**config.mk**
```make
export PLATFORM = sky130hd
export DESIGN_NAME = multichannel_minmax_mid_voltmeter
export DESIGN_NICKNAME = d
export VERILOG_FILES = /design/src/rtl/vmm_pkg.sv /design/src/rtl/vmm_mul.sv /design/src/rtl/vmm_ctrl.sv /design/src/rtl/multichannel_minmax_mid_voltmeter.sv
export VERILOG_INCLUDE_DIRS = /design/src /design/src/rtl
export SDC_FILE = /design/constraint.sdc
export NUM_CORES = 1
export LEC_CHECK = 0
export ABC_AREA = 1
export CAP_MARGIN = 20
export CORE_ASPECT_RATIO = 1.4
export CORE_MARGIN = 8
export CORE_UTILIZATION = 25
export DETAILED_ROUTE_END_ITERATION = 10
export DONT_BUFFER_PORTS = 1
export HOLD_SLACK_MARGIN = 0.08
export PLACE_DENSITY = 0.43
export SYNTH_ARGS = -nofsm -noshare
export SYNTH_HDL_FRONTEND = slang
export SYNTH_SLANG_ARGS = --single-unit
export TNS_END_PERCENT = 10
```
**constraint.sdc**
```tcl
create_clock -name i_clk -period 6.96 [get_ports i_clk]
set_clock_uncertainty 0.15 [all_clocks]
set_input_delay 0.348 -clock i_clk [delete_from_list [all_inputs] [get_ports i_clk]]
set_output_delay 0.348 -clock i_clk [all_outputs]
set_load 0.01 [all_outputs]
```
**src/rtl/multichannel_minmax_mid_voltmeter_macros.svh**
```systemverilog
// assertion macros shared by the voltmeter rtl
// expects i_clk and i_rst_n in the scope of every use
`ifndef MULTICHANNEL_MINMAX_MID_VOLTMETER_MACROS_SVH
`define MULTICHANNEL_MINMAX_MID_VOLTMETER_MACROS_SVH

`ifndef SYNTHESIS
// property must hold at every clock edge outside reset
`define VMM_ASSERT(lbl, prop) \
    lbl: assert property (@(posedge i_clk) disable iff (!i_rst_n) prop) \
        else $error("vmm assertion failed");
// expression must never be true outside reset
`define VMM_ASSERT_NEVER(lbl, expr) \
    lbl: assert property (@(posedge i_clk) disable iff (!i_rst_n) !(expr)) \
        else $error("vmm forbidden condition seen");
`else
`define VMM_ASSERT(lbl, prop)
`define VMM_ASSERT_NEVER(lbl, expr)
`endif

`endif

```
**src/rtl/vmm_pkg.sv**
```systemverilog
// shared types and constants of the min/max midpoint voltmeter
// no dependencies
`timescale 1ns / 1ps
`default_nettype none

package vmm_pkg;

    localparam int REG_CH     = 4;      // channels with config registers
    localparam int CH_W       = 2;
    localparam int OFF_W      = 10;
    localparam int SCALE_W    = 16;
    localparam int TRK_W      = 11;
    localparam int FRAC_W     = 16;
    localparam int PROD_W     = 32;
    localparam int WHOLE_W    = 8;
    localparam int HUND_W     = 7;
    localparam int CFG_IDX_W  = 3;
    localparam int CFG_DATA_W = 16;

    localparam int STATE_MAX = 2047;
    localparam logic [TRK_W-1:0]   MIN_RESET = 11'd2000;
    localparam logic [WHOLE_W-1:0] WHOLE_MAX = 8'd255;
    localparam logic [SCALE_W-1:0] HUNDRED   = 16'd100;

    // register index of the first scale register, offsets sit below it
    localparam logic [CFG_IDX_W-1:0] REG_SCALE_CH0 = 3'd4;

    localparam logic OP_SAMPLE = 1'b0;
    localparam logic OP_EOW    = 1'b1;

    typedef enum logic [2:0] {
        S_IDLE,
        S_SAMPLE,
        S_MID,
        S_MULA,
        S_MULB,
        S_LOAD,
        S_WAIT
    } t_state;

    typedef enum logic {
        MUL_MID_SCALE,
        MUL_FRAC_HUNDRED
    } t_mul_sel;

    typedef struct packed {
        logic            in_ready;
        logic            upd_trk;
        logic            ld_mid;
        logic            mul_en;
        t_mul_sel        mul_sel;
        logic            ld_whole;
        logic            ld_out;
        logic            clr_trk;
        logic [CH_W-1:0] ch;
        logic            last;
    } t_ctrl;

endpackage

`default_nettype wire

```
**src/rtl/vmm_mul.sv**
```systemverilog
// shared multiplier: midpoint times scale, then fraction times one hundred
// depends on vmm_pkg
`timescale 1ns / 1ps
`default_nettype none

module vmm_mul (
    input  wire logic                         i_clk,
    input  wire logic                         i_en,
    input  wire vmm_pkg::t_mul_sel            i_sel,
    input  wire logic [vmm_pkg::SCALE_W-1:0]  i_scale,
    input  wire logic [vmm_pkg::TRK_W-1:0]    i_mid,
    output logic      [vmm_pkg::PROD_W-1:0]   o_prod
);
    import vmm_pkg::*;

    logic [PROD_W-1:0]  r_prod;
    logic [SCALE_W-1:0] op_a;
    logic [SCALE_W-1:0] op_b;

    always_comb begin
        case (i_sel)
            MUL_MID_SCALE: begin
                op_a = i_scale;
                op_b = SCALE_W'(i_mid);
            end
            MUL_FRAC_HUNDRED: begin
                op_a = r_prod[FRAC_W-1:0];
                op_b = HUNDRED;
            end
            default: begin
                op_a = '0;
                op_b = '0;
            end
        endcase
    end

    always_ff @(posedge i_clk) begin
        if (i_en) begin
            r_prod <= PROD_W'(op_a) * PROD_W'(op_b);
        end
    end

    assign o_prod = r_prod;

endmodule

`default_nettype wire

```
**src/rtl/vmm_ctrl.sv**
```systemverilog
// sequencer: sample update and per-channel walk at end of window
// depends on vmm_pkg and the assertion macro header
`timescale 1ns / 1ps
`default_nettype none
`include "multichannel_minmax_mid_voltmeter_macros.svh"

module vmm_ctrl #(
    parameter int SERVED = 4
) (
    input  wire logic           i_clk,
    input  wire logic           i_rst_n,
    input  wire logic           i_in_valid,
    input  wire logic           i_opcode,
    input  wire logic           i_out_accept,
    output vmm_pkg::t_ctrl      o_ctrl
);
    import vmm_pkg::*;

    t_state          r_state;
    t_state          n_state;
    logic [CH_W-1:0] r_ch;
    logic [CH_W-1:0] n_ch;
    logic            last;

    assign last = (r_ch == CH_W'(SERVED - 1));

    always_comb begin
        n_state = r_state;
        unique case (r_state)
            S_IDLE: begin
                if (i_in_valid) begin
                    n_state = (i_opcode == OP_EOW) ? S_MID : S_SAMPLE;
                end
            end
            S_SAMPLE: n_state = S_IDLE;
            S_MID:    n_state = S_MULA;
            S_MULA:   n_state = S_MULB;
            S_MULB:   n_state = S_LOAD;
            S_LOAD:   n_state = S_WAIT;
            S_WAIT: begin
                if (i_out_accept) begin
                    n_state = last ? S_IDLE : S_MID;
                end
            end
            default:  n_state = S_IDLE;
        endcase
    end

    always_comb begin
        n_ch = r_ch;
        if (r_state == S_IDLE && i_in_valid) begin
            n_ch = '0;
        end else if (r_state == S_WAIT && i_out_accept && !last) begin
            n_ch = r_ch + 1'b1;
        end
    end

    always_ff @(posedge i_clk) begin
        if (!i_rst_n) begin
            r_state <= S_IDLE;
            r_ch    <= '0;
        end else begin
            r_state <= n_state;
            r_ch    <= n_ch;
        end
    end

    always_comb begin
        o_ctrl          = '0;
        o_ctrl.mul_sel  = MUL_MID_SCALE;
        o_ctrl.ch       = r_ch;
        o_ctrl.last     = last;
        unique case (r_state)
            S_IDLE:   o_ctrl.in_ready = 1'b1;
            S_SAMPLE: o_ctrl.upd_trk  = 1'b1;
            S_MID:    o_ctrl.ld_mid   = 1'b1;
            S_MULA:   o_ctrl.mul_en   = 1'b1;
            S_MULB: begin
                o_ctrl.mul_en   = 1'b1;
                o_ctrl.mul_sel  = MUL_FRAC_HUNDRED;
                o_ctrl.ld_whole = 1'b1;
            end
            S_LOAD: begin
                o_ctrl.ld_out  = 1'b1;
                o_ctrl.clr_trk = last;
            end
            S_WAIT:   ;
            default:  ;
        endcase
    end

    `VMM_ASSERT(a_ch_in_range, r_ch <= CH_W'(SERVED - 1))
    `VMM_ASSERT(a_walk_steps, r_state == S_MID |=> r_state == S_MULA)
    `VMM_ASSERT(a_wait_holds, r_state == S_WAIT && !i_out_accept |=> r_state == S_WAIT)

endmodule

`default_nettype wire

```
**src/rtl/multichannel_minmax_mid_voltmeter.sv**
```systemverilog
// a sample item is captured when taken and folded into its tracker in the next cycle;
//   no new item is taken until the fold is done; an end-of-window item walks each served
//   channel through midpoint, two multiplies and result load, then waits while the result is stalled
// the shared multiplier runs twice per channel (midpoint*scale, fraction*100)
// reset (synchronous, active low) clears config registers to 0, max trackers to 0
//   and min trackers to 2000; the block is ready right after reset
`timescale 1ns / 1ps
`default_nettype none
`include "multichannel_minmax_mid_voltmeter_macros.svh"

module multichannel_minmax_mid_voltmeter #(
    parameter int NUM_CHANNELS = 4,
    parameter int SAMPLE_BITS  = 10
) (
    input  wire logic                            i_clk,
    input  wire logic                            i_rst_n,
    // config write port
    input  wire logic                            i_cfg_we,
    input  wire logic [vmm_pkg::CFG_IDX_W-1:0]   i_cfg_idx,
    input  wire logic [vmm_pkg::CFG_DATA_W-1:0]  i_cfg_data,
    // input items
    input  wire logic                            i_in_valid,
    output logic                                 o_in_stall,
    input  wire logic                            i_opcode,
    input  wire logic [vmm_pkg::CH_W-1:0]        i_channel,
    input  wire logic [SAMPLE_BITS-1:0]          i_sample,
    // result items
    output logic                                 o_out_valid,
    input  wire logic                            i_out_stall,
    output logic      [vmm_pkg::CH_W-1:0]        o_out_channel,
    output logic      [vmm_pkg::WHOLE_W-1:0]     o_volts_whole,
    output logic      [vmm_pkg::HUND_W-1:0]      o_volts_hundredths,
    output logic      [vmm_pkg::TRK_W-1:0]       o_midpoint,
    output logic                                 o_last
);
    import vmm_pkg::*;

    // channels with both trackers and registers
    localparam int SERVED = (NUM_CHANNELS < REG_CH) ? NUM_CHANNELS : REG_CH;
    localparam int SRV_W  = CH_W + 1;
    // sample plus offset before saturation
    localparam int SUM_W  = ((SAMPLE_BITS > OFF_W) ? SAMPLE_BITS : OFF_W) + 1;

    t_ctrl ctrl;

    // config registers
    logic [OFF_W-1:0]   r_offset [REG_CH];
    logic [SCALE_W-1:0] r_scale  [REG_CH];

    // window trackers
    logic [TRK_W-1:0] r_max [REG_CH];
    logic [TRK_W-1:0] r_min [REG_CH];

    // captured sample item
    logic [CH_W-1:0]  r_in_ch;
    logic [TRK_W-1:0] r_in_val;
    logic             r_in_ok;

    // walk datapath
    logic [TRK_W-1:0]   r_mid;
    logic [WHOLE_W-1:0] r_whole;
    logic [PROD_W-1:0]  prod;

    // result register
    logic               r_out_valid;
    logic [CH_W-1:0]    r_out_ch;
    logic [WHOLE_W-1:0] r_out_whole;
    logic [HUND_W-1:0]  r_out_hund;
    logic [TRK_W-1:0]   r_out_mid;
    logic               r_out_last;

    logic             in_accept;
    logic             out_accept;
    logic [SUM_W-1:0] sum;
    logic [TRK_W-1:0] sat_val;
    logic             ch_ok;
    logic [CH_W-1:0]  rd_idx;
    logic [TRK_W-1:0] rd_max;
    logic [TRK_W-1:0] rd_min;
    logic [TRK_W:0]   mid_sum;

    assign in_accept  = i_in_valid & ctrl.in_ready;
    assign out_accept = r_out_valid & ~i_out_stall;
    assign o_in_stall = ~ctrl.in_ready;

    vmm_ctrl #(
        .SERVED (SERVED)
    ) u_ctrl (
        .i_clk        (i_clk),
        .i_rst_n      (i_rst_n),
        .i_in_valid   (i_in_valid),
        .i_opcode     (i_opcode),
        .i_out_accept (out_accept),
        .o_ctrl       (ctrl)
    );

    vmm_mul u_mul (
        .i_clk   (i_clk),
        .i_en    (ctrl.mul_en),
        .i_sel   (ctrl.mul_sel),
        .i_scale (r_scale[ctrl.ch]),
        .i_mid   (r_mid),
        .o_prod  (prod)
    );

    // config writes; offsets below the first scale index
    always_ff @(posedge i_clk) begin
        if (!i_rst_n) begin
            for (int i = 0; i < REG_CH; i++) begin
                r_offset[i] <= '0;
                r_scale[i]  <= '0;
            end
        end else if (i_cfg_we) begin
            if (i_cfg_idx < REG_SCALE_CH0) begin
                r_offset[i_cfg_idx[CH_W-1:0]] <= i_cfg_data[OFF_W-1:0];
            end else begin
                r_scale[i_cfg_idx[CH_W-1:0]] <= i_cfg_data[SCALE_W-1:0];
            end
        end
    end

    // raw zero snaps to zero, otherwise add offset and clip to tracker range
    always_comb begin
        sum = (i_sample == '0) ? '0 : (SUM_W'(i_sample) + SUM_W'(r_offset[i_channel]));
        sat_val = (sum > SUM_W'(STATE_MAX)) ? TRK_W'(STATE_MAX) : sum[TRK_W-1:0];
        ch_ok   = ({1'b0, i_channel} < SRV_W'(SERVED));
    end

    always_ff @(posedge i_clk) begin
        if (in_accept) begin
            r_in_ch  <= i_channel;
            r_in_val <= sat_val;
            r_in_ok  <= ch_ok & (i_opcode == OP_SAMPLE);
        end
    end

    // one tracker read port, shared by sample update and window walk
    assign rd_idx  = ctrl.upd_trk ? r_in_ch : ctrl.ch;
    assign rd_max  = r_max[rd_idx];
    assign rd_min  = r_min[rd_idx];
    assign mid_sum = {1'b0, rd_max} + {1'b0, rd_min};

    always_ff @(posedge i_clk) begin
        if (!i_rst_n || ctrl.clr_trk) begin
            for (int i = 0; i < REG_CH; i++) begin
                r_max[i] <= '0;
                r_min[i] <= MIN_RESET;
            end
        end else if (ctrl.upd_trk && r_in_ok) begin
            if (r_in_val > rd_max) begin
                r_max[rd_idx] <= r_in_val;
            end
            if (r_in_val < rd_min) begin
                r_min[rd_idx] <= r_in_val;
            end
        end
    end

    // midpoint, then whole volts from the first product
    always_ff @(posedge i_clk) begin
        if (ctrl.ld_mid) begin
            r_mid <= mid_sum[TRK_W:1];
        end
        if (ctrl.ld_whole) begin
            r_whole <= (|prod[PROD_W-1:FRAC_W+WHOLE_W]) ? WHOLE_MAX
                                                         : prod[FRAC_W+WHOLE_W-1:FRAC_W];
        end
    end

    // result register; hundredths come from the second product
    always_ff @(posedge i_clk) begin
        if (!i_rst_n) begin
            r_out_valid <= 1'b0;
        end else if (ctrl.ld_out) begin
            r_out_valid <= 1'b1;
        end else if (out_accept) begin
            r_out_valid <= 1'b0;
        end
    end

    always_ff @(posedge i_clk) begin
        if (ctrl.ld_out) begin
            r_out_ch    <= ctrl.ch;
            r_out_whole <= r_whole;
            r_out_hund  <= prod[FRAC_W+HUND_W-1:FRAC_W];
            r_out_mid   <= r_mid;
            r_out_last  <= ctrl.last;
        end
    end

    assign o_out_valid        = r_out_valid;
    assign o_out_channel      = r_out_ch;
    assign o_volts_whole      = r_out_whole;
    assign o_volts_hundredths = r_out_hund;
    assign o_midpoint         = r_out_mid;
    assign o_last             = r_out_last;

    `VMM_ASSERT(a_no_input_while_result, r_out_valid |-> o_in_stall)
    `VMM_ASSERT(a_hund_range, r_out_valid |-> (r_out_hund < HUND_W'(100)))
    `VMM_ASSERT(a_gap_between_results, out_accept && !r_out_last |=> !r_out_valid)
    `VMM_ASSERT_NEVER(a_load_over_result, ctrl.ld_out && r_out_valid)

endmodule

`default_nettype wire
```
==> metrics, run 1 <==
status finished, final reports clean; Setup crit end kind register; GRT Util Overall 0.1298; critical path required time just over 7 ns; logic gate share of total power 0.624; Final Hold Vio Count 0; post-synth cell types 52; Net Sw Frac 0.4673; Max-Cap Viols 0; Post-synth top flop edfxtp_1; worst hold start i_sample[5]; hold_ws slightly above 0.1 ns; ratio of cells with drive above 1 in the final layout 0.08023; CP Launch Type register; clock buffer depth 3; first-pass GRT wire length about 86000 um; # rows 120; worst slack at placement around 0.2 ns; max frequency about 150 MHz; Syn-to-layout area delta 16.16%; Post-Syn Area slightly below 0.02 mm2; worst-path maximum fanout 10; # IOs 68; PwrDens 534.1 mW/mm2; Critical-path top delay cell fa_1; Sink Count between 200 and 300; core area roughly 0.076 mm2; Crit Path Category reg2reg; most frequent cell after synthesis nor2_1; most used cell, CP fa_1; grt ovf 0; worst skew pair latency ~0.57 ns; FFs w/ async S/R, synth 0; Worst R2R End u_mul.o_prod[26]$_DFFE_PP_; slowest cell delay on critical path about 0.57 ns; post-synthesis sequential area ratio 0.4505; Hold Path Sink r_in_val[5]$_SDFFCE_PN1P_; LEAKAGE around 9.5 nW; Buffers on Ports 0; ANT nets after route 0; Die Width around 250 um; worst setup margin 0.3697 ns; drt wl/cell 18.70 um; Final HPWL DP ~44000 um; final WL ~57000 um; Die Area ~0.086 mm2; RD Place Congestion 0.9245; Mapped Avg Cell Area between 9 and 10 um2; number of enable flip-flop cells after synthesis roughly 280; hold depth 3; total CTS buffers 34; drt pass-1 iters 5; Int Pwr between 0.006 and 0.007 W; top cells by count, synth 370 x nor2_1, 298 x inv_1, 283 x edfxtp_1, 282 x nand2_1, 142 x ha_1; via count of the first global-routing pass around 15000; CTS clk-pin slew, worst paths around 0.060 ns; Synth Instances 1969; Final period util 0.9469; Slew HR 0.3791; Clk Tree Root Cell clkbuf_16; Slew @ Worst Pin slightly above 0.9 ns; power share of the clock group 0.163; top cells by area, synth edfxtp_1 44%, fa_1 13%, ha_1 9.2%, nor2_1 7.2%, inv_1 5.8%; initial antenna violation count 3; via count 13670; Synthesis Warnings 0; Starting Density 0.2520; Synth top area share 0.4422; H-tree levels 2; Die Y ~340 um; post-synth top area cell edfxtp_1; total negative setup slack 0 ns; VDD IR max ~0.00051 V; Final setup violation count 0; r2r setup slk between 0.3 and 0.4 ns; Switch Pwr ~0.0056 W; area of the multi-input gates 0.009223 mm2; Hold Path Class in2reg; worst r2r path cells 26; via/cell ratio about 4.5; fillers 8036; Max Slew Vio Count 0; CTS tree done; Register Area 0.008660 mm2; drt drc 0; Syn Nets approximately 2300; Worst Path Arrival 6.74 ns; power share of the sequential group 0.213; Final min period between 6 and 7 ns; Initial DRC Count approximately 680; largest net degree at the start of global routing 35; Nets roughly 2400; Yosys reg bits 291
placed cells by master, fill, tap and decap left out, types with 4 or more instances in the layout:
| master | n |
|---|---|
| nor2_1 | 369 |
| inv_1 | 298 |
| edfxtp_1 | 283 |
| nand2_1 | 280 |
| ha_1 | 142 |
| fa_1 | 127 |
| o21ai_0 | 91 |
| a21oi_1 | 91 |
| buf_4 | 54 |
| clkbuf_16 | 35 |
| dlygate4sd3_1 | 33 |
| nand3_1 | 27 |
| o22ai_1 | 24 |
| xor2_1 | 22 |
| nor3_1 | 22 |
| a32oi_1 | 20 |
| nor3_2 | 12 |
| clkinv_1 | 11 |
| o21ai_1 | 10 |
| xnor2_1 | 9 |
| or2_2 | 8 |
| inv_2 | 7 |
| dfxtp_1 | 7 |
| bufinv_16 | 6 |
| nand2_2 | 5 |
| nand4_1 | 5 |
| a21boi_1 | 5 |
| nor2_2 | 4 |
| nand3_2 | 4 |
| a31oi_1 | 4 |
| a21o_1 | 4 |
power groups by stage:
stage,sequential [W],combinational (W),clock [W]
2_1_floorplan,0.00251,0.00538,0
3_3_place_gp,0.00258,0.00740,0
3_5_place_dp,0.00258,0.00738,0
4_1_cts,0.00255,0.00746,0.00200
5_1_grt,0.00255,0.00847,0.00206
6_report,0.00254,0.00744,0.00194
cell families (layout without fill, tap and decap cells):
family,Yosys count,count (layout),synth area share
compound gates,267,267,0.07930
xor+xnor,31,31,0.01413
fa+ha+maj,269,269,0.2247
buf+inv,364,464,0.07233
flops,291,291,0.4505
other cells,0,1,0
simple gates,747,747,0.1590
cell type report:
type / instances / share of cell area
Multi-Input combinational cell: 1314 / 0.4131
Sequential cell: 291 / 0.3879
Tap cell: 976 / 0.05470
Inverter: 310 / 0.05235
Clock buffer: 38 / 0.03968
Timing Repair Buffer: 93 / 0.03778
Clock inverter: 23 / 0.01435
Antenna cell: 1 / 0.0001121
state kept, by name, indices dropped and copies added, names as in the netlist, 3 cells and up, named ones only:
signal	flops
r_offset	40
r_in_val	11
u_ctrl.r_state	3
o_volts_whole	8
o_volts_hundredths	7
u_mul.o_prod	29
o_midpoint	11
r_whole	8
r_scale	64
r_mid	11
r_min	44
r_max	44
routing by layer:
metal / up-vias / GRT usage / share of wire / routed length [um]
met2: 262 / 0.2434 / 0.52 / 29660
met5: - / 0 / 0.00023 / 13
met4: 2 / 0.05937 / 0.044 / 2499
met3: 103 / 0.02269 / 0.042 / 2364
met1: 6693 / 0.1412 / 0.39 / 22410
li1: 6614 / - / - / -
worst max-delay path: cells and delay by family, from the launching register on:
family                     cells  cell delay (ns)
and+or+nand+nor                9             1.25
xor gates and xnor gates       1             0.14
adders and majority gates      7             3.35
DFF                            1             0.34
AOI/OAI and AO/OA              4             0.67
buffers and inverters          5             0.45
what timing repair did:
item | CTS | global route
resized for setup | 0 | 16
buffers inserted | 0 | 1
hold endpoints to repair | 135 | 0
hold buffers | 33 | 0
setup endpoints to repair | 0 | 12
per-stage QoR:
stage	util	std cells	area, um2	power [W]
3_5_place_dp	0.2710	2947	20670	0.009966
6_report	0.2927	3046	22320	0.01192
4_1_cts	0.2912	3041	22210	0.01201
2_1_floorplan	-	1969	19220	0.007890
5_1_grt	0.2927	3045	22320	0.01308
3_3_place_gp	0.2710	2947	20670	0.009985
worst max path at each step:
stage / slack [ns] / to / startpoint
after global placement: 0.29 / u_mul.o_prod[26]$_DFFE_PP_ / register
after global routing: -0.008 / u_mul.o_prod[26]$_DFFE_PP_ / register
after floorplan: 0.69 / u_mul.o_prod[18]$_DFFE_PP_ / u_ctrl.r_state[1]$_SDFFE_PN0P_
after CTS: 0.16 / u_mul.o_prod[18]$_DFFE_PP_ / register
after detailed placement: 0.20 / u_mul.o_prod[18]$_DFFE_PP_ / register
final: 0.37 / u_mul.o_prod[26]$_DFFE_PP_ / register
(Power assumes the default switching activity.)
==> inputs of run 2 (changes only) <==
--- a/config.mk
+++ b/config.mk
@@ -6,7 +6,6 @@
 export SDC_FILE = /design/constraint.sdc
 export NUM_CORES = 1
 export LEC_CHECK = 0
-export ABC_AREA = 1
 export CAP_MARGIN = 20
 export CORE_ASPECT_RATIO = 1.4
 export CORE_MARGIN = 8
==> run 2 against run 1 <==
Setup slack got worse by 0.23 ns. Combinational power down 2%. Hold slack better by 0.00062 ns. Count of clock-buffer cells in the layout is 2 higher. Register-to-register slack worse by 0.23 ns. Non-clock buffer count up 48. Fmax is 3.3% lower. Synthesized area rose by 3.5%. Synthesized cell count shrank 15%. Sequential power about the same. Largest power group unchanged.
==> metrics, run 2 <==
Sink Count 291 (unchanged); Die Width 254.4 um (+1.6%); post-synthesis sequential area ratio 0.4354 (-0.01514); post-synth top area cell edfxtp_1; top cells by area, synth edfxtp_1 43%, fa_1 13%, ha_1 8.9%, and2_1 5.4%, inv_1 4.0%; number of enable flip-flop cells after synthesis 283 (unchanged); VDD IR max 0.0007255 V (+44%); # IOs 68 (unchanged); max frequency 146.7 MHz (-3.3%); FFs w/ async S/R, synth 0 (unchanged); Yosys reg bits 291 (unchanged); hold_ws 0.1030 ns (+0.0006150 ns); initial antenna violation count 3 (unchanged); worst slack at placement -0.03203 ns (-0.2287 ns); RSZ-0062 raised after global routing yes; Max-Cap Viols 0 (unchanged); Initial DRC Count 634 (-6.5%); Synth Instances 1664 (-15%); Die Area 0.08895 mm2 (+3.3%); Hold Path Class in2reg; # rows 122 (+1.7%); ratio of cells with drive above 1 in the final layout 0.1477 (+0.06746); Post-synth top flop edfxtp_1; Largest register FFs 64 (unchanged); Die Y 349.7 um (+1.6%); LEAKAGE 9.959 nW (+5.0%); most common cell after layout, fill and taps aside edfxtp_1; Worst Path Arrival 6.98 ns (+0.24 ns); Setup crit end kind register; CP Launch Type register; worst skew pair latency 0.56 ns (about the same); post-synth cell types 62 (+19%); Final period util 0.9797 (+0.03280); Synth top area share 0.4273 (-0.01486); via count 12830 (-6.2%); RD Place Congestion 0.8353 (-9.6%); Max Slew Vio Count 0 (unchanged); Nets 2079 (-12%); largest net degree at the start of global routing 83 (+140%); Syn-to-layout area delta 18.92%; via count of the first global-routing pass 13790 (-5.1%); first-pass GRT wire length 84140 um (-2.3%); drt pass-1 iters 5 (unchanged); status finished, final reports clean; total negative setup slack 0 ns (unchanged); GR Util met2 0.2320 (-0.01147); CTS tree done; GRT Util Overall 0.1247 (-0.005132); top cells by count, synth 283 x edfxtp_1, 211 x inv_1, 173 x and2_1, 142 x ha_1, 127 x fa_1; PwrDens 498.0 mW/mm2 (-6.8%); Final HPWL DP 42270 um (-4.0%); Final setup violation count 0 (unchanged); Clk Tree Root Cell clkbuf_16; drt wl/cell 19.64 um (+5.0%); clock buffer depth 3 (unchanged); CTS clk-pin slew, worst paths 0.06 ns (about the same); biggest regs r_scale: 64 flops, r_max: 44 flops, r_min: 44 flops; Final min period 6.819 ns (+0.2283 ns); total CTS buffers 36 (+5.9%); drt drc 0 (unchanged); Buffers on Ports 0 (unchanged); fillers 8019 (-0.21%); via/cell ratio 4.491 (about the same); worst-path maximum fanout 5 (-5); final WL 56100 um (-1.5%); Starting Density 0.2520 (about the same); grt ovf 0 (unchanged); critical path required time 7.12 ns (about the same); met1 global-route usage 0.1371 (-0.004086); total power draw 0.01178 W (-1.2%); worst hold start i_cfg_we; Biggest register r_scale; Crit Path Category reg2reg; most frequent cells in the layout 283 x edfxtp_1, 204 x inv_1, 170 x and2_1, 133 x ha_1, 122 x fa_1; Slew HR 0.3202 (-0.05891); most frequent cell after synthesis edfxtp_1; ANT nets after route 0 (unchanged); Syn Nets 1970 (-13%); Mapped Avg Cell Area 11.95 um2 (+22%); Final Hold Vio Count 0 (unchanged); core area 0.07892 mm2 (+3.5%); Synthesis Warnings 0 (unchanged); M3 GR Usage 0.02190 (-0.0007840); worst setup margin 0.1414 ns (-0.2283 ns); Most Crowded Layer GR met2; Slew @ Worst Pin 1.020 ns (+0.09038 ns); H-tree levels 2 (unchanged); Post-Syn Area 0.01989 mm2 (+3.5%)
-- run 2: cell type report --
type	instances	area, um2	area share
clock inverters	26	306.5	0.01296
repair buffers	141	1255	0.05307
flip-flops and latches	291	8662	0.3663
diodes	2	5.005	0.0002116
inverters	212	795.8	0.03365
well taps	1054	1319	0.05576
clock buffers	40	915.9	0.03873
multi-input cells	1091	10390	0.4393
-- run 2: final timing paths --
| kind | to | slack (ns) | cells past startpoint |
|---|---|---|---|
| max | u_mul.o_prod[24]$_DFFE_PP_ | 0.14 | 21 |
| min | r_offset[3][8]$_DFFE_PP_ | 0.10 | 3 |
| max reg2reg | u_mul.o_prod[24]$_DFFE_PP_ | 0.14 | 21 |
| min reg2reg | o_volts_whole[7]$_DFFE_PP_ | 0.27 | 0 |
-- run 2: report_power, final --
group | internal (W) | switching (W) | leakage, nW
clock | 0.00112 | 0.000823 | 0.587
sequential | 0.00240 | 0.000147 | 2.71
combinational | 0.00355 | 0.00374 | 6.66
total | 0.00706 | 0.00471 | 9.96
-- run 2: logic make-up (layout without fill, tap and decap cells) --
group                      Yosys count  count (layout)  share of synthesized area
DFF                                291             291                     0.4354
buffers and inverters              282             419                    0.05436
and+or+nand+nor                    504             504                     0.1453
adders and majority gates          269             269                     0.2172
other                                0               2                          0
muxes                               98              98                    0.06757
xor gates and xnor gates            35              35                    0.01541
AOI/OAI and AO/OA                  185             185                    0.06474
-- run 2: worst max-delay path, stage by stage, from the launching register on --
cell and delay (ns):
dfxtp_4 0.40, buf_12 0.14, mux4_2 0.57, a22o_1 0.23, fa_1 0.55, inv_2 0.04, fa_1 0.54, fa_1 0.43
fa_1 0.54, inv_2 0.04, fa_1 0.47, inv_1 0.05, fa_1 0.49, inv_2 0.05, ha_4 0.21, and3_4 0.18
a31o_2 0.23, a221o_1 0.32, nand2_1 0.11, a31oi_1 0.10, a311o_1 0.36, o311a_1 0.34
-- run 2: timing repair --
action	4_1_cts	5_1_grt
gates resized for setup	3	54
pin swaps	0	43
gates cloned	0	1
setup buffers	0	10
hold endpoints to repair	197	4
endpoints found under the setup margin	4	8
hold buffers	33	1
-- run 2: per-layer routing --
layer	share of wire	wire length, um
met1	0.39	22030
met2	0.52	29390
met3	0.043	2434
met4	0.040	2244
met5	0	0
-- run 2: stage by stage --
| step | area, um2 | std cells | util |
|---|---|---|---|
| 3_5_place_dp | 21730 | 2742 | 0.2753 |
| 5_1_grt | 23650 | 2857 | 0.2997 |
| 2_1_floorplan | 19900 | 1664 | - |
| 6_report | 23650 | 2857 | 0.2997 |
| 4_1_cts | 23290 | 2841 | 0.2951 |
| 3_3_place_gp | 21700 | 2740 | 0.2750 |
